--- src/rtl/tlc_ram.sv ---
// Generic single-write, single-read RAM with registered read data.
module tlc_ram #(
    parameter int WIDTH = 8,
    parameter int DEPTH = 16,
    parameter int ADR_W = (DEPTH > 1) ? $clog2(DEPTH) : 1
) (
    input  logic             i_clk,
    input  logic             i_we,
    input  logic [ADR_W-1:0] i_waddr,
    input  logic [WIDTH-1:0] i_wdata,
    input  logic [ADR_W-1:0] i_raddr,
    output logic [WIDTH-1:0] o_rdata
);

    logic [WIDTH-1:0] r_mem [DEPTH];
    logic [WIDTH-1:0] r_rdata;

    // write port and registered read port
    always_ff @(posedge i_clk) begin
        if (i_we) begin
            r_mem[i_waddr] <= i_wdata;
        end
        r_rdata <= r_mem[i_raddr];
    end

    assign o_rdata = r_rdata;

endmodule

--- config.mk ---
export PLATFORM = sky130hd
export DESIGN_NAME = tlc_ram
export DESIGN_NICKNAME = d
export VERILOG_FILES = /design/src/rtl/tlc_ram.sv
export SDC_FILE = /design/constraint.sdc
export NUM_CORES = 1
export LEC_CHECK = 0
export BUFFER_PORTS_ARGS = -buffer_cell sky130_fd_sc_hd__buf_2
export CELL_PAD_IN_SITES_DETAIL_PLACEMENT = 0
export CELL_PAD_IN_SITES_GLOBAL_PLACEMENT = 1
export CORE_UTILIZATION = 48
export DETAILED_ROUTE_END_ITERATION = 16
export PLACE_DENSITY_LB_ADDON = 0.1
export SLEW_MARGIN = 25
export SYNTH_ARGS = -nofsm -noshare
export SYNTH_HDL_FRONTEND = slang
export SYNTH_SLANG_ARGS = --single-unit
--- constraint.sdc ---
create_clock -name i_clk -period 1.5 [get_ports i_clk]
set_input_delay 0.075 -clock i_clk [delete_from_list [all_inputs] [get_ports i_clk]]
set_output_delay 0.075 -clock i_clk [all_outputs]
set_load 0.01 [all_outputs]
# After elaboration in Yosys (flattened, before gate mapping)
# Memories as Yosys holds them, arrays and structs flattened. A register that Yosys moved wholly into a read port is not among the register bits.
# Cells that the tools add are included.
[word_totals] regBits=0 mem_bits_rw=128 out_inout_bits=8 memories=1
[op_classes] n_mux=2
[memory_table] memory="r_mem" depth=16 word_bits=8 rd=1 rd_ports_with_merged_regs=1 wr=1 line_no="15" text="logic [WIDTH-1:0] r_mem [DEPTH];"
[ops] cell="1-bit two-way mux" count=2

# Logic depth before layout (Yosys ltp)
[logic_depth] ltp_word=2 mapped_depth=5 depth_no_buf=3

# Worst setup path after synthesis
# OpenSTA, ideal clock, no wires.
[synth_timing] path_type="input-to-reg" from="input i_waddr[2]" to="memory r_mem[0][0], enable pin" setup_time_ns=0.383 arrival_ns=1.185 required_time_ns=1.117 path_slack_ns=-0.068 stages=2 cell_sequence="or3b_2 nor3_1"
[synth_lines] element="from (decl)" line_no="9" text="input logic [ADR_W-1:0] i_waddr,"
[synth_lines] element="to (decl)" line_no="15"
# No word-level cell before the write port.

==> impl_metrics.ini <==
[status]
status = finished clean

[detailed_routing]
num_vias = 2505
first_pass_iters = 4
wl_um = 9950
drc = 0
avgRoutedWirePerCell_um = 22.4
drtIter0Drc = 204
vias_per_cell = 5.63
ant_nets = 0

[sta]
final.setup_skew_ns = 0.00744
rsz0062_at_grt = no
hold_viol = 0
period_share_pct = 91.8
max_freq_mhz = 726
worstMarginPinSlew_ns = 0.732
setup_viol = 0
maxSlewHeadroom_pct = 51.0
min_period_ns = 1.38
drv_slew = 0

[cts]
numCtsBuffers = 17
cts_tree = built
cts.clk_slew.worst_paths_ns = 0.06
htreeDepth = 4
clock_path_buffers = 2
post-cts-setup-buffer-count = 0
cts.sinks = 136
worstSkewPairLatency_ns = 0.52
cts_root_buf = clkbuf_8

[setup_path]
cp-endpoint = o_rdata[0]
critPathMaxFanout = 1
r2r-end = o_rdata[0]
crit_path_start_kind = register
ff2ff_setup_slack_ns = 0.12
reg2reg_depth = 3
cp_cell_sequence = mux4_1 -> a22oi_1 -> nand2_1
end_kind = register
crit_required_ns = 1.90
critPathMaxStageDelay_ns = 0.52
cp_slowest_cell = mux4_1
path_class = register to register
arrival_ns = 1.78
cp-startpoint = r_mem[1][0]
r2r-start = r_mem[1][0]

[power]
leakage_uw = 0.00219
ir_drop_uv = 728
power_density_nw_per_um2 = 1460
p_total_uw = 9240

[floorplanning]
start_util_pct = 49.6
core_um2 = 10400
die_x_um = 106
dieArea_um2 = 11100
fp.dieH_um = 106
num_rows = 37
pin_count = 26

[global_routing]
grt_pass1_wl_um = 15100
grt_overflow = 0
grt_pass1_vias = 2554
grt_max_degree = 33
antenna_found_initial = 0
grt_use_total_pct = 20.1

[yosys]
synth_area_leaders = edfxtp_1, mux4_2, mux4_1, dfxtp_1, a22oi_1
netlist.area_leader.share_pct = 74.7
avgSynthCellArea_um2 = 22.5
synth_cell_types = 19
synth_most_common_cell = edfxtp_1
ys_warn_count = 0
synth_edf_count = 128
async_flop_share_pct = 0
synthFlopType = edfxtp_1
synth_area_um2 = 5150
syn_inst = 229
yosys.area.top_type = edfxtp_1
syn_nets = 247
synth_seq_cells = 136
synthTopCellsByCount = edfxtp_1, mux4_2, a22oi_1
ys_seq_area_share_pct = 77.8

[placed_design]
dp_hpwl_um = 6250
port-buffer-count = 25
gp_congestion = 0.693

[final_layout]
drive_gt1_share_pct = 33.0
final_nets = 314
antenna_cells = 0
area_delta_synth_final_pct = 22.9
finalCoreUtilization_pct = 61.0

[min_path]
hold_class = input port to register
hold_path_startpoint = i_waddr[1]

[flow_run]
cap_violations = 0
[through the flow]
step | setup WS (ns) | hold slack [ns] | setup TNS [ns] | area, um^2 | std cells
floorplan | 0.159 | 0.174 | 0 | 5150 | 229
global route | 0.0592 | 0.108 | 0 | 6330 | 445
CTS | 0.0956 | 0.0944 | 0 | 6330 | 445
finish | 0.123 | 0.120 | 0 | 6330 | 445
detailed placement | -0.0171 | 0.470 | -0.0171 | 5590 | 405
global placement | -0.0111 | 0.466 | -0.0111 | 5590 | 405
[sequential cells by signal, indices dropped and copies added (netlist names)]
| signal | flops |
|---|---|
| r_mem | 128 |
| o_rdata | 8 |
[worst min-delay path by stage]
| stage | end | slack [ns] | cells after the start |
|---|---|---|---|
| after floorplan | r_mem[0][0] | 0.17 | 0 |
| after global placement | r_mem[6][7] | 0.47 | 1 |
| after detailed placement | o_rdata[7] | 0.47 | 1 |
| after CTS | r_mem[0][2] | 0.09 | 3 |
| after global routing | r_mem[0][6] | 0.11 | 3 |
| final | r_mem[0][2] | 0.12 | 3 |
[what timing repair did]
action                    in CTS  in global routing
hold buffers                   8                  0
gates resized for setup        0                  0
hold endpoints to repair     128                  0
[per-layer routing]
metal	wire [um]	GRT usage (%)	vias up
met5	0	0	-
met4	108	7.44	0
met3	402	6.31	7
met2	5110	32.3	76
met1	4330	25.9	1311
li1	-	-	1111
[power by group]
group | switching, uW | total (uW) | internal (uW)
Sequential | 28.0 | 4280 | 4250
Clock | 1490 | 4530 | 3040
Combinational | 231 | 429 | 198
[placed cells by master (no fill, tap or decap), types with 3 or more instances in the layout]
master / netlist / final
buf_2: 3 / 25
nor2_1: 13 / 13
clkbuf_8: 0 / 5
buf_12: 0 / 3
edfxtp_1: 128 / 128
nand2_1: 9 / 9
bufinv_16: 0 / 5
clkbuf_16: 0 / 16
dlygate4sd3_1: 0 / 8
mux4_1: 14 / 14
mux4_2: 18 / 18
a22oi_1: 16 / 16
buf_4: 1 / 22
nor3_1: 4 / 3
dfxtp_1: 8 / 8
[cell type report]
cell class	count	area, um^2
clock inverters	11	193
clock buffers	21	469
flip-flops and latches	136	4000
fillers	764	4040
well taps	136	170
multi-input cells	83	1060
repair buffers	58	430
[kinds of logic after synthesis]
| family | share of synthesized area [%] |
|---|---|
| buffers and inverters | 1.68 |
| AND/OR/NAND/NOR | 3.18 |
| flip-flops | 77.8 |
| multiplexers | 15.0 |
| AO/OA/AOI/OAI | 2.33 |
[worst max-delay path: cells and delay by family (launching register included)]
family	cells	cell delay (ns)
AO/OA/AOI/OAI	1	0.28
flip-flops	1	0.38
multiplexers	1	0.52
AND/OR/NAND/NOR	1	0.08
(Power assumes the default switching activity.)
