[src/rtl/tlc_set.sv]
// Set lookup: tag match, LRU victim choice and age update over one set row.
module tlc_set #(
    parameter int WAYS  = 8,
    parameter int AGE_W = 3,
    parameter int TAG_W = 32,
    parameter int KEY_W = 41,
    parameter int CNT_W = 4,
    parameter int WAY_W = 3
) (
    input  logic [WAYS*(TAG_W+AGE_W+2)-1:0] i_row,
    input  logic [KEY_W-1:0]                i_key,
    input  logic [CNT_W-1:0]                i_ways,
    output logic                            o_hit,
    output logic [WAY_W-1:0]                o_hit_way,
    output logic [WAY_W-1:0]                o_pick_way,
    output logic [WAYS*(TAG_W+AGE_W+2)-1:0] o_row
);

    localparam int EW = TAG_W + AGE_W + 2;
    localparam logic [AGE_W-1:0] CAP = AGE_W'(WAYS - 1);

    logic [TAG_W-1:0] tag [WAYS];
    logic [AGE_W-1:0] age [WAYS];
    logic [WAYS-1:0]  vld, inuse, match, free, best, bump;
    logic             any_free;
    logic [WAY_W-1:0] free_way, old_way, tgt;

    always_comb begin
        // unpack the row and compare tags
        for (int i = 0; i < WAYS; i++) begin
            tag[i]   = i_row[i*EW +: TAG_W];
            age[i]   = i_row[i*EW+TAG_W +: AGE_W];
            vld[i]   = i_row[i*EW+TAG_W+AGE_W+1];
            inuse[i] = CNT_W'(i) < i_ways;
            match[i] = inuse[i] && vld[i] && (KEY_W'(tag[i]) == i_key);
            free[i]  = inuse[i] && !vld[i];
        end

        // oldest way: strictly older than lower ways, not younger than higher ones
        for (int i = 0; i < WAYS; i++) begin
            best[i] = inuse[i];
            for (int j = 0; j < WAYS; j++) begin
                if (j < i && inuse[j]) begin
                    best[i] = best[i] && (age[i] > age[j]);
                end else if (j > i && inuse[j]) begin
                    best[i] = best[i] && (age[i] >= age[j]);
                end
            end
        end

        // lowest matching way hits
        o_hit     = |match;
        o_hit_way = '0;
        for (int i = WAYS - 1; i >= 0; i--) begin
            if (match[i]) begin
                o_hit_way = WAY_W'(i);
            end
        end

        // highest invalid way is filled first
        any_free = |free;
        free_way = '0;
        for (int i = 0; i < WAYS; i++) begin
            if (free[i]) begin
                free_way = WAY_W'(i);
            end
        end
        old_way = '0;
        for (int i = WAYS - 1; i >= 0; i--) begin
            if (best[i]) begin
                old_way = WAY_W'(i);
            end
        end
        o_pick_way = any_free ? free_way : old_way;
        tgt        = o_hit ? o_hit_way : o_pick_way;

        // make the target most recent, age the younger valid ways
        o_row = i_row;
        for (int i = 0; i < WAYS; i++) begin
            bump[i] = inuse[i] && (WAY_W'(i) != tgt) && vld[i]
                      && (!vld[tgt] || (age[i] < age[tgt])) && (age[i] < CAP);
            if (WAY_W'(i) == tgt) begin
                o_row[i*EW+TAG_W +: AGE_W] = '0;
            end else if (bump[i]) begin
                o_row[i*EW+TAG_W +: AGE_W] = age[i] + AGE_W'(1);
            end
        end
    end

endmodule

[config.mk]
export PLATFORM = sky130hd
export DESIGN_NAME = tlc_set
export DESIGN_NICKNAME = d
export VERILOG_FILES = /design/src/rtl/tlc_set.sv
export SDC_FILE = /design/constraint.sdc
export NUM_CORES = 1
export LEC_CHECK = 0
export BUFFER_PORTS_ARGS = -buffer_cell sky130_fd_sc_hd__buf_2
export CAP_MARGIN = 20
export CORE_AREA = 2 2 254 256
export DETAILED_ROUTE_END_ITERATION = 16
export DIE_AREA = 0 0 256 258
export SYNTH_ARGS = -nofsm -noshare
export SYNTH_HDL_FRONTEND = slang
export SYNTH_SLANG_ARGS = --single-unit
[constraint.sdc]
create_clock -name vclk -period 10.45
set_clock_uncertainty 0.1 [all_clocks]
set_input_delay 1.045 -clock vclk [all_inputs]
set_output_delay 1.045 -clock vclk [all_outputs]
set_load 0.005 [all_outputs]
Word level (Yosys, flattened, before mapping)
Index checks and enable logic that the tools add are counted.
{"block": "word_totals", "regBits": 0, "output_inout_bits": 303, "wordCells": 348}
{"block": "op_classes", "addsub": 8, "n_lt_le_gt_ge": 82, "eq_ne": 22, "mux": 102, "bitwise_logic": 1, "n_reduce_logical": 133}
{"op": "== test 32 x 41 -> 1 bit", "count": 8}
{"op": "two-way mux 3 bit", "count": 42}
{"op": "logical AND 1 bit", "count": 112}
{"op": "greater-or-equal comparator 3 bit", "count": 28}
{"op": "greater-than comparator 3 bit", "count": 28}
{"op": "two-way mux 1 bit", "count": 58}
{"op": "adder 3 x 1 -> 3 bit (second input constant)", "count": 8}
{"op": "< comparator 3 bit", "count": 8}
{"op": "< comparator 3 bit (second input constant)", "count": 8}
{"op": "< comparator 3 x 4 -> 1 bit (first input constant)", "count": 4}
{"op": "OR reduction 8 bit", "count": 2}
{"op": "== test 3 bit (first input constant)", "count": 4}
{"op": "inequality test 3 bit (first input constant)", "count": 4}
{"op": "binary-select mux 3 bit (select 3 bit)", "count": 1}
{"op": "zero test 1 bit", "count": 9}
{"op": "logical OR 1 bit", "count": 8}
{"op": "< comparator 1 x 4 -> 1 bit (first input constant)", "count": 2}
{"op": "< comparator 2 x 4 -> 1 bit (first input constant)", "count": 2}
{"op": "== test 2 x 3 -> 1 bit (first input constant)", "count": 2}
{"op": "inequality test 2 x 3 -> 1 bit (first input constant)", "count": 2}
{"op": "greater-or-equal comparator 4 bit (second input constant)", "count": 1}
{"op": "< comparator 3 x 4 -> 1 bit (second input constant)", "count": 1}
{"op": "NOT 3 -> 4 bit", "count": 1}
{"op": "binary-select mux 1 bit (select 3 bit)", "count": 1}
{"op": "4 further kinds", "count": 4}

Depth between registers and ports, before layout
{"block": "depth", "word_depth": 35, "mapped_depth": 23, "mapped_depth_nobuf": 21}

Least setup slack after synthesis
OpenSTA, ideal clock, no wires.
{"block": "synth_path", "path_type": "input -> output", "from": "input i_row[70]", "to": "output o_row[144]", "t_arrival_ns": 5.843, "required_ns": 9.305, "path_slack_ns": 3.462, "path_stages": 20, "path_buffers": 2, "path_cell_list": "inv_1 > ha_1 > nor2b_1 > o21a_1 > o21ai_0 > o22ai_1 > or4_1 > nand2_1 > a21oi_1 > o21ai_1 > buf_2 > clkbuf_1 > mux2i_1 > o21ai_0 > o21ai_0 > ha_1 > or3_1 > a31oi_2 > mux2_1 > o31ai_1"}
{"block": "synth_via", "elab_chain_len": 33, "elab_cells_between_ends": 141, "classes_between": "order compare (15); eq/ne (2); mux (67); bitwise (1); reduce/logical (56)"}
{"item": "start: declaration", "line_no": "10", "source": "input logic [WAYS*(TAG_W+AGE_W+2)-1:0] i_row,"}
{"item": "greater-than comparator 3 bit", "line_no": "44", "source": "best[i] = best[i] && (age[i] > age[j]);"}
{"item": "logical AND 1 bit", "line_no": "44"}
{"item": "two-way mux 1 bit", "line_no": "43", "source": "if (j < i && inuse[j]) begin"}
{"item": "logical AND 1 bit", "line_no": "44"}
{"item": "two-way mux 1 bit", "line_no": "43"}
{"item": "logical AND 1 bit", "line_no": "44"}
{"item": "two-way mux 1 bit", "line_no": "43"}
{"item": "logical AND 1 bit", "line_no": "44"}
{"item": "[14 not listed]"}
{"item": "via o_pick_way[1]", "line_no": "15", "source": "output logic [WAY_W-1:0] o_pick_way,"}
{"item": "[1 not listed]"}
{"item": "NOT 3 -> 4 bit (implied by the code)", "line_no": "81", "source": "&& (!vld[tgt] || (age[i] < age[tgt])) && (age[i] < CAP);"}
{"item": "binary-select mux 3 bit (select 3 bit)", "line_no": "81"}
{"item": "two-way mux 3 bit (implied by the code) (2 in a row)", "line_no": "81"}
{"item": "< comparator 3 bit", "line_no": "81"}
{"item": "logical OR 1 bit", "line_no": "81"}
{"item": "logical AND 1 bit (2 in a row)", "line_no": "81"}
{"item": "two-way mux 3 bit", "line_no": "84", "source": "end else if (bump[i]) begin"}
{"item": "two-way mux 3 bit *", "line_no": "82", "source": "if (WAY_W'(i) == tgt) begin"}
{"item": "end: declaration", "line_no": "16", "source": "output logic [WAYS*(TAG_W+AGE_W+2)-1:0] o_row"}
Mark *: on every way through the listed nets, which the timed path passes. The rest lies on a longest branch. The select of a mux whose other input is x is not followed.

Worst setup path in the final report
{"block": "layout_path", "from": "input i_key[34]", "to": "output o_row[144]"}
{"block": "layout_via", "elab_chain_len": 21, "elab_cells_between_ends": 43, "classes_between": "order compare (1); eq/ne (10); mux (16); bitwise (1); reduce/logical (15)"}
{"item": "start: declaration", "line_no": "11", "source": "input logic [KEY_W-1:0] i_key,"}
{"item": "== test 32 x 41 -> 1 bit", "line_no": "35", "source": "match[i] = inuse[i] && vld[i] && (KEY_W'(tag[i]) == i_key);"}
{"item": "logical AND 1 bit", "line_no": "35"}
{"item": "two-way mux 3 bit (8 in a row)", "line_no": "55", "source": "if (match[i]) begin"}
{"item": "two-way mux 3 bit *", "line_no": "75", "source": "tgt = o_hit ? o_hit_way : o_pick_way;"}
{"item": "NOT 3 -> 4 bit (implied by the code)", "line_no": "81"}
{"item": "binary-select mux 3 bit (select 3 bit)", "line_no": "81"}
{"item": "two-way mux 3 bit (implied by the code) (2 in a row)", "line_no": "81"}
{"item": "< comparator 3 bit", "line_no": "81"}
{"item": "logical OR 1 bit", "line_no": "81"}
{"item": "logical AND 1 bit (2 in a row)", "line_no": "81"}
{"item": "two-way mux 3 bit", "line_no": "84"}
{"item": "two-way mux 3 bit *", "line_no": "82"}
Mark *: on every way between the ends. The rest lies on a longest branch, timed or not. The select of a mux whose other input is x is not followed.

==> results.yml <==
run_status:
  status: "finished, final reports clean"
placement:
  gp_congestion: 1.02
  portBuffers: 628
  placed_area_um2: 11800
  place_hpwl_um: 74200
logic_synthesis:
  yosys.area.top_type: "buf_4"
  synthMuxAreaShare_pct: 2.24
  synth-adder-area-share_pct: 13.3
  synth_commonest_cells: "buf_4 (275), xnor2_1 (150), xor2_1 (113), ha_1 (100), nor2_1 (70)"
  synth_top_family_by_area: "buffers and inverters"
  synth_compound_area_share_pct: 13.9
  synth.distinct_cells: 83
  synthCells: 1328
  synthSimpleGateAreaFrac_pct: 21.9
  syn_avg_cell_area_um2: 7.37
  yosys.area.top_type_share_pct: 21.1
  synth_xor_xnor_area_share_pct: 23.5
  yosysWarnings: 0
  syn-num-nets: 1769
  synth_area_leaders: "buf_4 (21%), xnor2_1 (13%), ha_1 (13%)"
  yosysSeqAreaShare_pct: 0
  syn_area_um2: 9790
  synth.most_common_cell: "buf_4"
global_route:
  globalRouteOverflowTotal: 0
  top_usage_layer: "met2"
  met3_usage_pct: 8.87
  grt.met1_usage_pct: 27.7
  grt_start_max_net_pins: 23
  grtUsageMet2_pct: 41.2
  grt_pass1_wl_um: 106000
  grt_pass1_vias: 10900
  grt.total_usage_pct: 23.7
  grt_antenna_before_repair: 48
worst_setup_path:
  cp_cell_sequence: "buf_2 -> nor4_1 -> nand3_1 -> nor4_1 -> nand4_1 -> nand4_2 -> or2b_2 -> a21oi_2 -> nor2_8 -> nand2_1 -> o211ai_1 -> o21ai_0 -> nand2_1 -> o21ai_0 -> buf_4 -> ha_1 -> or4_1 -> a31oi_2 -> mux2_1 -> o31ai_1 -> buf_2"
  cp_top_family: "simple AND/OR/NAND/NOR gates"
  crit_buf_inv: 3
  startpoint_type: "input pin"
  arrival_ns: 6.58
  crit_required_ns: 9.31
  cp_slowest_cell: "nor4_1"
  slowest_delay_ns: 0.74
  critPathCaptureType: "primary output"
  crit_fanout: 17
  criticalPathCategory: "input pin to primary output"
cts:
  cts-resized-gates: 0
  post_cts_buffers: 0
  ctsHoldBuffers: 0
floorplanning:
  die_width_um: 256
  die_area_um2: 66000
  core_um2: 63600
  fp.dieH_um: 258
  rows: 93
  io_pins: 644
  start_util_pct: 15.4
finish:
  nets: 2089
  num-clock-buffers: 0
  design_area_um2: 11800
  area_delta_synth_final_pct: 20.5
  nFlopsAndLatches: 0
  drive_above_1_share_pct: 40.3
  layout.area.seq_um2: 0
power_and_ir_drop:
  power.switching_mw: 0.433
  clkPwrFrac_pct: 0
  powerDensity_nw_per_um2: 58.2
  power_frac_seq_pct: 0
  power.leakage_nw: 5.34
  ir_drop_uv: 29.2
  p_sw_share_pct: 63.1
  p_int_mw: 0.253
  comb_power_share_pct: 100.0
drt:
  wl_um: 82800
  vias: 11500
  drc: 0
  firstDrtPassIters: 5
  drtIter0Drc: 1063
  drtAntennaViolNets: 0
  via_per_inst: 4.59
  wire_per_inst_um: 32.9
sta:
  max_freq_ghz: 0.129
  setup-violations-final: 0
  holdWs_ns: 1.99
  maxSlewHeadroom_pct: 35.9
  layout_min_cycle_time_ns: 7.72
  period_share_pct: 73.9
  slew_violations: 0
  fin_tns_setup_ns: 0
  worst_pin_slew_ns: 0.952
  finalHoldViolations: 0
  rsz0062_at_grt: "false"
min_path:
  hp-class: "input pin to primary output"
job:
  drv_cap: 0
==> power groups by stage <==
stage	combinational, mW	clock [mW]	sequential [mW]
3_3_place_gp	0.683	0	0
4_1_cts	0.684	0	0
5_1_grt	0.733	0.0000000385	0
6_report	0.686	0.000000167	0
3_5_place_dp	0.682	0	0
2_1_floorplan	0.401	0	0
==> logic make-up (layout without fill, tap and decap cells) <==
kind of cell / count (synthesis) / after routing
other cells: 0 / 13
simple gates: 375 / 375
compound gates: 199 / 199
xor+xnor: 263 / 263
buf+inv: 365 / 683
fa+ha+maj: 105 / 105
mux: 21 / 21
==> layout make-up <==
type               instances  area, µm²
well taps                855       1070
inverters                 50        188
repair buffers           633       3180
diodes                    13       32.5
multi-input cells        963       7320
fillers                 7449      51900
==> path summary, 6_finish.rpt <==
check,start,cells after the start,slack (ns),end
setup / recovery,i_key[34],21,2.73,o_row[144]
hold / removal,i_row[146],0,1.99,o_row[146]
==> layout by cell type, fill, tap and decap left out, types with 28 or more instances in the layout <==
| cell | instances |
|---|---|
| buf_2 | 628 |
| xnor2_1 | 150 |
| xor2_1 | 113 |
| ha_1 | 100 |
| nor2_1 | 70 |
| nand4_1 | 58 |
| inv_1 | 50 |
| nor4_1 | 50 |
| o21ai_0 | 49 |
| nand2_1 | 48 |
| a21oi_1 | 38 |
| nand3_1 | 28 |
==> metal layers <==
metal | part of all wire (%) | up-vias
met5 | 0.46 | -
met4 | 2.7 | 58
met3 | 11 | 126
met2 | 47 | 663
met1 | 39 | 5582
li1 | - | 5118
==> metrics by stage <==
stage | power, mW | std cells | utilization (%) | setup slack (ns)
after global routing | 0.733 | 2504 | 18.5 | 2.30
after floorplan | 0.401 | 1328 | - | 3.46
final | 0.686 | 2514 | 18.5 | 2.73
after global placement | 0.683 | 2500 | 18.5 | 2.60
after detailed placement | 0.682 | 2501 | 18.5 | 2.62
after CTS | 0.684 | 2501 | 18.5 | 2.60
(Power assumes the default switching activity.)
